[src/hdl/sic_pkg.sv]
// ----------------------------------------------------------------------------
// sic_pkg
// Types, constants and the half-step coil table for the index calibrator.
// ----------------------------------------------------------------------------
`default_nettype none

package sic_pkg;

    localparam int SIC_COUNT_BITS   = 16;
    localparam int SIC_PERIOD_BITS  = 16;
    localparam int SIC_SHOWN_BITS   = 16;
    localparam logic [SIC_PERIOD_BITS-1:0] SIC_PERIOD_RESET = 16'd5;

    typedef enum logic [1:0] {
        MODE_IDLE  = 2'd0,
        MODE_SEEK  = 2'd1,
        MODE_COUNT = 2'd2
    } t_mode;

    typedef struct packed {
        logic action;
        logic opto_level;
    } t_in_word;

    typedef struct packed {
        logic [3:0]                coils;
        logic                      is_calibrated;
        logic [SIC_SHOWN_BITS-1:0] steps_per_rev;
        logic                      busy_res;
    } t_out_word;

    // half-step pattern, bit3 = first coil
    function automatic logic [3:0] sic_coils(input logic [2:0] phase);
        logic [3:0] pat;
        case (phase)
            3'd0:    pat = 4'b1000;
            3'd1:    pat = 4'b1100;
            3'd2:    pat = 4'b0100;
            3'd3:    pat = 4'b0110;
            3'd4:    pat = 4'b0010;
            3'd5:    pat = 4'b0011;
            3'd6:    pat = 4'b0001;
            default: pat = 4'b1001;
        endcase
        return pat;
    endfunction

endpackage

`default_nettype wire

[src/hdl/sic_step.sv]
// ----------------------------------------------------------------------------
// sic_step
// Calibration state machine: edge detect, step divider, step tally and the
// result word for one tick.
// ----------------------------------------------------------------------------
`default_nettype none

module sic_step #(
    parameter int COUNT_BITS = sic_pkg::SIC_COUNT_BITS
) (
    input  wire                                   i_clk,
    input  wire                                   i_rst_n,
    input  wire                                   i_cfg_we,
    input  wire  [sic_pkg::SIC_PERIOD_BITS-1:0]   i_cfg_wdata,
    input  wire                                   i_fire,
    input  sic_pkg::t_in_word                     i_word,
    output sic_pkg::t_out_word                    o_result
);
    import sic_pkg::*;

    t_mode                      r_mode, n_mode;
    logic [2:0]                 r_phase, n_phase;
    logic                       r_prev, n_prev;
    logic [SIC_PERIOD_BITS-1:0] r_div, n_div;
    logic [COUNT_BITS-1:0]      r_tally, n_tally;
    logic [COUNT_BITS-1:0]      r_stored, n_stored;
    logic                       r_valid, n_valid;
    logic [SIC_PERIOD_BITS-1:0] r_step_period;

    logic [SIC_PERIOD_BITS-1:0] period_eff;
    logic [SIC_PERIOD_BITS:0]   div_inc;
    logic                       step_hit;
    logic                       falling;
    logic [31:0]                stored_ext;

    // divider step; a zero period behaves as one
    assign period_eff = (r_step_period == '0) ? SIC_PERIOD_BITS'(1) : r_step_period;
    assign div_inc    = {1'b0, r_div} + (SIC_PERIOD_BITS+1)'(1);
    assign step_hit   = (div_inc >= {1'b0, period_eff});
    assign falling    = r_prev & ~i_word.opto_level;

    // next state
    always_comb begin
        n_mode   = r_mode;
        n_phase  = r_phase;
        n_prev   = r_prev;
        n_div    = r_div;
        n_tally  = r_tally;
        n_stored = r_stored;
        n_valid  = r_valid;
        if (i_fire) begin
            n_prev = i_word.opto_level;
            if (i_word.action) begin
                n_valid = 1'b0;
                n_mode  = MODE_SEEK;
                n_div   = '0;
                n_tally = '0;
            end else begin
                unique case (r_mode)
                    MODE_SEEK: begin
                        if (falling) begin
                            n_mode  = MODE_COUNT;
                            n_div   = '0;
                            n_tally = '0;
                        end else if (step_hit) begin
                            n_div   = '0;
                            n_phase = r_phase - 3'd1;
                        end else begin
                            n_div   = div_inc[SIC_PERIOD_BITS-1:0];
                        end
                    end
                    MODE_COUNT: begin
                        if (falling) begin
                            n_stored = r_tally;
                            n_valid  = 1'b1;
                            n_mode   = MODE_IDLE;
                        end else if (step_hit) begin
                            n_div   = '0;
                            n_phase = r_phase - 3'd1;
                            if (!(&r_tally)) begin
                                n_tally = r_tally + COUNT_BITS'(1);
                            end
                        end else begin
                            n_div   = div_inc[SIC_PERIOD_BITS-1:0];
                        end
                    end
                    default: begin
                    end
                endcase
            end
        end
    end

    // result word reflects the state after this tick
    assign stored_ext = 32'(n_stored);

    always_comb begin
        o_result.coils         = sic_coils(n_phase);
        o_result.is_calibrated = n_valid;
        o_result.busy_res      = (n_mode == MODE_SEEK) || (n_mode == MODE_COUNT);
        if (!n_valid) begin
            o_result.steps_per_rev = '0;
        end else if (|stored_ext[31:SIC_SHOWN_BITS]) begin
            o_result.steps_per_rev = '1;
        end else begin
            o_result.steps_per_rev = stored_ext[SIC_SHOWN_BITS-1:0];
        end
    end

    always_ff @(posedge i_clk) begin
        if (!i_rst_n) begin
            r_mode        <= MODE_IDLE;
            r_phase       <= '0;
            r_prev        <= 1'b1;
            r_div         <= '0;
            r_tally       <= '0;
            r_stored      <= '0;
            r_valid       <= 1'b0;
            r_step_period <= SIC_PERIOD_RESET;
        end else begin
            r_mode   <= n_mode;
            r_phase  <= n_phase;
            r_prev   <= n_prev;
            r_div    <= n_div;
            r_tally  <= n_tally;
            r_stored <= n_stored;
            r_valid  <= n_valid;
            if (i_cfg_we) begin
                r_step_period <= i_cfg_wdata;
            end
        end
    end

endmodule

`default_nettype wire

[src/hdl/sic_out_buf.sv]
// ----------------------------------------------------------------------------
// sic_out_buf
// Output register with a skid stage so the core keeps moving while a word
// waits at the output.
// ----------------------------------------------------------------------------
`default_nettype none

module sic_out_buf (
    input  wire                i_clk,
    input  wire                i_rst_n,
    input  wire                i_push,
    input  sic_pkg::t_out_word i_word,
    output logic               o_space,
    output logic               o_valid,
    input  wire                i_ready,
    output sic_pkg::t_out_word o_word
);
    import sic_pkg::*;

    t_out_word r_main, r_skid;
    logic      r_main_valid, r_skid_valid;
    logic      pop;

    assign pop     = r_main_valid & i_ready;
    assign o_space = ~r_skid_valid;
    assign o_valid = r_main_valid;
    assign o_word  = r_main;

    always_ff @(posedge i_clk) begin
        if (!i_rst_n) begin
            r_main_valid <= 1'b0;
            r_skid_valid <= 1'b0;
        end else if (pop || !r_main_valid) begin
            if (r_skid_valid) begin
                r_main_valid <= 1'b1;
                r_skid_valid <= 1'b0;
            end else begin
                r_main_valid <= i_push;
            end
        end else if (i_push) begin
            r_skid_valid <= 1'b1;
        end
    end

    always_ff @(posedge i_clk) begin
        if (pop || !r_main_valid) begin
            r_main <= r_skid_valid ? r_skid : i_word;
        end else if (i_push) begin
            r_skid <= i_word;
        end
    end

endmodule

`default_nettype wire

[src/hdl/stepper_index_calibrator_core.sv]
// ----------------------------------------------------------------------------
// stepper_index_calibrator_core
// Half-step stepper drive that measures half-steps per index revolution.
//
//   channel  dir  handshake                 word
//   in       in   i_in_valid / o_in_ready   t_in_word  (action, opto_level)
//   out      out  o_out_valid / i_out_ready t_out_word (coils, flags, count)
//   cfg      in   i_cfg_we                  step_period, 16 bits
//
// One tick word per cycle while the output is not stalled; the word passes the
// input register, then the state update into the output register.
// Reset is synchronous; it clears mode, phase, counters, flags and sets
// step_period to 5. A stalled output fills the skid stage, after which
// o_in_ready drops until the output drains.
// ----------------------------------------------------------------------------
`default_nettype none

module stepper_index_calibrator_core #(
    parameter int COUNT_BITS = sic_pkg::SIC_COUNT_BITS
) (
    input  wire                                 i_clk,
    input  wire                                 i_rst_n,
    input  wire                                 i_in_valid,
    output logic                                o_in_ready,
    input  sic_pkg::t_in_word                   i_in_word,
    output logic                                o_out_valid,
    input  wire                                 i_out_ready,
    output sic_pkg::t_out_word                  o_out_word,
    input  wire                                 i_cfg_we,
    input  wire  [sic_pkg::SIC_PERIOD_BITS-1:0] i_cfg_wdata
);
    import sic_pkg::*;

    t_in_word  r_in_word;
    logic      r_in_valid;
    logic      buf_space;
    logic      advance;
    t_out_word result;

    assign advance    = r_in_valid & buf_space;
    assign o_in_ready = ~r_in_valid | buf_space;

    always_ff @(posedge i_clk) begin
        if (!i_rst_n) begin
            r_in_valid <= 1'b0;
        end else if (o_in_ready) begin
            r_in_valid <= i_in_valid;
        end
    end

    always_ff @(posedge i_clk) begin
        if (o_in_ready && i_in_valid) begin
            r_in_word <= i_in_word;
        end
    end

    sic_step #(
        .COUNT_BITS (COUNT_BITS)
    ) u_step (
        .i_clk       (i_clk),
        .i_rst_n     (i_rst_n),
        .i_cfg_we    (i_cfg_we),
        .i_cfg_wdata (i_cfg_wdata),
        .i_fire      (advance),
        .i_word      (r_in_word),
        .o_result    (result)
    );

    sic_out_buf u_out_buf (
        .i_clk   (i_clk),
        .i_rst_n (i_rst_n),
        .i_push  (advance),
        .i_word  (result),
        .o_space (buf_space),
        .o_valid (o_out_valid),
        .i_ready (i_out_ready),
        .o_word  (o_out_word)
    );

endmodule

`default_nettype wire

[config.mk]
export PLATFORM = sky130hd
export DESIGN_NAME = stepper_index_calibrator_core
export DESIGN_NICKNAME = d
export VERILOG_FILES = /design/src/hdl/sic_pkg.sv /design/src/hdl/sic_step.sv /design/src/hdl/sic_out_buf.sv /design/src/hdl/stepper_index_calibrator_core.sv
export SDC_FILE = /design/constraint.sdc
export NUM_CORES = 1
export LEC_CHECK = 0
export ABC_AREA = 0
export BUFFER_PORTS_ARGS = -buffer_cell sky130_fd_sc_hd__buf_2
export CORE_UTILIZATION = 45
export DETAILED_ROUTE_END_ITERATION = 8
export GPL_TIMING_DRIVEN = 0
export PLACE_DENSITY = 0.61
export SKIP_LAST_GASP = 1
export SYNTH_ARGS = -nofsm -noshare
export SYNTH_HDL_FRONTEND = slang
export SYNTH_HIERARCHICAL = 1
export SYNTH_SLANG_ARGS = --single-unit
[constraint.sdc]
create_clock -name i_clk -period 6 [get_ports i_clk]
set_input_delay 1.2 -clock i_clk [delete_from_list [all_inputs] [get_ports i_clk]]
set_output_delay 1.2 -clock i_clk [all_outputs]
set_load 0.1 [all_outputs]
==> metrics.log <==
INFO  metric slew_violations = 0
INFO  metric wl_per_cell = between 10 and 15 um
INFO  metric rows = 41
INFO  metric synth_edf_count = 46
INFO  metric grt_pass1_vias = about 4000
INFO  metric ant_nets = 0
INFO  metric skew = roughly 0.0079 ns
INFO  metric min_to = u_step/r_stored[1]
INFO  metric post_synth_instance_area = 0.005902 mm2
INFO  metric final_period_minus_worst_setup_slack = 4.124 ns
INFO  metric power_dens_cells = about 280 mW/mm2
INFO  metric clock_sinks = 120
INFO  metric synth.largest_area_cell = dfxtp_1
INFO  metric data_arrival_critical_path = between 4 and 5 ns
INFO  metric drive_above_1_share = 0.2135
INFO  metric pin_count = 47
INFO  metric multiInputGateArea = 0.002756 mm2
INFO  metric slew_headroom = 0.2787
INFO  metric vdd_ir_drop_max = 0.1824 mV
INFO  metric chipWidth = approximately 120 um
INFO  metric route.detailed.drc = 0
INFO  metric r2r.worst_path.cells = 15
INFO  metric min_path_cells = 2
INFO  metric fin_crit_sh = 0.6873
INFO  metric timing.hold.worst.class = flop to flop
INFO  metric maxCapViolCount = 0
INFO  metric grt_antenna_before_repair = 0
INFO  metric finalWirelength = about 11000 um
INFO  metric grt_pass1_wl = between 15000 and 20000 um
INFO  metric crit_path_capture_type = flop
INFO  metric initial_core_util = 0.4639
INFO  metric dp_hpwl = between 8000 and 9000 um
INFO  metric via_per_inst = slightly above 5
INFO  metric h-tree-depth = 4
INFO  metric worstSetupPathType = flop to flop
INFO  metric buffers_on_ports = 45
INFO  metric timing.rr.end = u_step/r_div[8]
INFO  metric detailroute.via_count = roughly 4200
INFO  metric cts_buffer_depth = 2
INFO  metric post_synth_num_cell_types = 66
INFO  metric asyncSetResetFlopFracSynth = 0
INFO  metric syn_avg_cell_area = 10.56 um2
INFO  metric power.static_leakage = 2.715 nW
INFO  metric grt_setup_unrepaired = no
INFO  metric worst-slew-pin-transition = between 1 and 1.5 ns
INFO  metric setup_viol = 0
INFO  metric synth_cells = 559
INFO  metric fmax = about 240 MHz
INFO  metric yosys_most_used_dff = dfxtp_1
INFO  metric register_area = about 0.0029 mm2
INFO  metric cts-root-buf = clkbuf_16
INFO  metric fin_hold_viols = 0
INFO  metric post_cts_hold_buffer_count = 0
INFO  metric clk_latency = about 0.4 ns
INFO  metric post_cts.repair.setup_buffers = 0
INFO  metric detailedRoute.firstPassIterationCount = 5
INFO  metric die_height = approximately 120 um
INFO  metric antenna_cells_inserted = 0
INFO  metric grt_overflow_total = 0
INFO  metric hold_start = u_step/r_stored[1]
INFO  metric synth_nets = between 600 and 700
INFO  metric finish.utilization = 0.5437
INFO  metric finish.net_count = 668
INFO  metric worst-endpoint-required = 6.34 ns
INFO  metric coreArea = roughly 0.013 mm2
INFO  metric postSynthRegisterBits = 120
INFO  metric cts-buffers-inserted = 17
INFO  metric growth_of_design_area_from_synthesis_to_finish = 17.19%
INFO  metric r2r_slack = about 1.9 ns
INFO  metric fin_setup_tns = 0 ns
INFO  metric main_area_contributors_after_synthesis = dfxtp_1 25%, edfxtp_1 23%, mux2i_1 6.1%
INFO  metric seq_area_frac_synth = 0.4851
INFO  metric design.die.area = around 0.014 mm2
INFO  metric grt_start_max_net_pins = 26
INFO  metric filler_cell_count = ~1200
INFO  metric worst_setup_path_start_kind = flop
INFO  metric globalplace.congestion = between 0.7 and 0.8
INFO  metric ys.warnings.count = 6
INFO  metric cts-resized-gates = 0
INFO  metric clkTransAtPathRegs = 0.06 ns
INFO  metric dr.first_iter.drc_count = approximately 210
INFO  metric status = complete, no violations
INFO  metric critical_path.max_fanout = 10
INFO  metric gr-usage-all-layers = 0.1816
INFO  metric r2r-start = u_step/r_div[2]
INFO  metric cts_tree = yes
INFO  metric yosys.area.top_type_share = 0.2510
==> worst max-delay path, cell delays in order (launching register included) <==
cell and delay [ns]:
dfxtp_1 0.42, and4_1 0.30, and4_1 0.24, and2_1 0.22
nand3_1 0.11, and2_1 0.17, or2_2 0.30, ha_1 0.29
nand3_1 0.10, nor4_1 0.07, a221oi_1 0.41, nand3_2 0.17
nor3_2 0.52, clkbuf_1 0.41, o21ai_0 0.15, a21oi_1 0.15
==> worst max-delay path by stage <==
stage                     from                    to  slack, ns
2_1_floorplan  u_step/r_div[2]  u_out_buf/o_word[21]       2.34
3_3_place_gp   u_step/r_div[2]      u_step/r_div[12]       1.92
3_5_place_dp   u_step/r_div[2]      u_step/r_div[13]       1.90
4_1_cts        u_step/r_div[2]       u_step/r_div[8]       1.88
5_1_grt        u_step/r_div[2]      u_step/r_div[15]       1.52
6_report       u_step/r_div[2]       u_step/r_div[8]       1.88
==> through the flow <==
step | setup slack [ns] | std cells | cell area [um2] | power (mW) | hold WS (ns)
final | 1.876 | 809 | 6917 | 1.940 | 0.4891
after global routing | 1.521 | 809 | 6917 | 2.011 | 0.5104
after CTS | 1.882 | 809 | 6917 | 1.964 | 0.4947
after detailed placement | 1.904 | 777 | 6360 | 1.012 | 0.4759
after global placement | 1.922 | 776 | 6342 | 1.009 | 0.4667
after floorplan | 2.338 | 559 | 5902 | 0.9817 | 0.4437
==> state kept, by name, summed over array words and instances (netlist names) <==
name	cells
u_step/r_tally	16
u_step/r_stored	16
u_out_buf/o_word	22
r_in_valid	1
u_step/r_phase	3
u_step/r_valid	1
u_out_buf/r_skid	22
u_step/r_div	16
u_step/r_mode	2
u_step/r_step_period	16
u_out_buf/r_skid_valid	1
u_out_buf/o_valid	1
u_step/r_prev	1
r_in_word	2
==> final cells by class <==
| cell class | count | share of cell area |
|---|---|---|
| sequential | 120 | 0.4139 |
| multi-input combinational | 381 | 0.3985 |
| clock buffer | 18 | 0.06205 |
| timing repair buffer | 46 | 0.03473 |
| tap | 172 | 0.03111 |
| buffer | 28 | 0.02496 |
| clock inverter | 14 | 0.01845 |
| inverter | 30 | 0.01628 |
==> synthesized netlist by cell type, types with 9 or more instances <==
cell / instances
nand3_1: 19
edfxtp_1: 46
o31ai_4: 9
mux2i_1: 36
a22oi_1: 11
o21ai_0: 23
inv_1: 29
ha_1: 21
nor2_1: 87
mux2_4: 18
a21oi_1: 13
clkbuf_1: 17
dfxtp_1: 74
nand2_1: 28
==> cells by family (layout without fill, tap and decap cells) <==
family	count (synthesis)	in the layout	share of synthesized area
buffers and inverters	58	136	0.04833
and+or+nand+nor	198	198	0.1649
DFF	120	120	0.4851
muxes	60	60	0.1183
adders and majority gates	21	21	0.04452
xor gates and xnor gates	11	11	0.01633
AOI/OAI and AO/OA	91	91	0.1225
==> metal layers <==
metal	GRT usage	wire length [um]	share of wire	up-vias
met3	0.04826	415	0.037	14
met5	0	0	0	-
met2	0.2876	5293	0.47	89
met4	0.08376	205	0.018	0
met1	0.2314	5423	0.48	1930
li1	-	-	-	2121
==> cells in the final DEF (no fill, tap or decap), types with 19 or more instances in the layout <==
master	count
nand2_1	28
dfxtp_1	74
mux2i_1	36
buf_2	49
edfxtp_1	46
o21ai_0	23
inv_1	29
nor2_1	86
nand3_1	19
ha_1	21
==> power by group <==
part | total, mW | internal, mW | switching [mW]
registers | 0.868 | 0.859 | 0.00889
clock network | 0.945 | 0.570 | 0.375
logic | 0.127 | 0.0326 | 0.0939
Power figures use the tool's default switching activity.
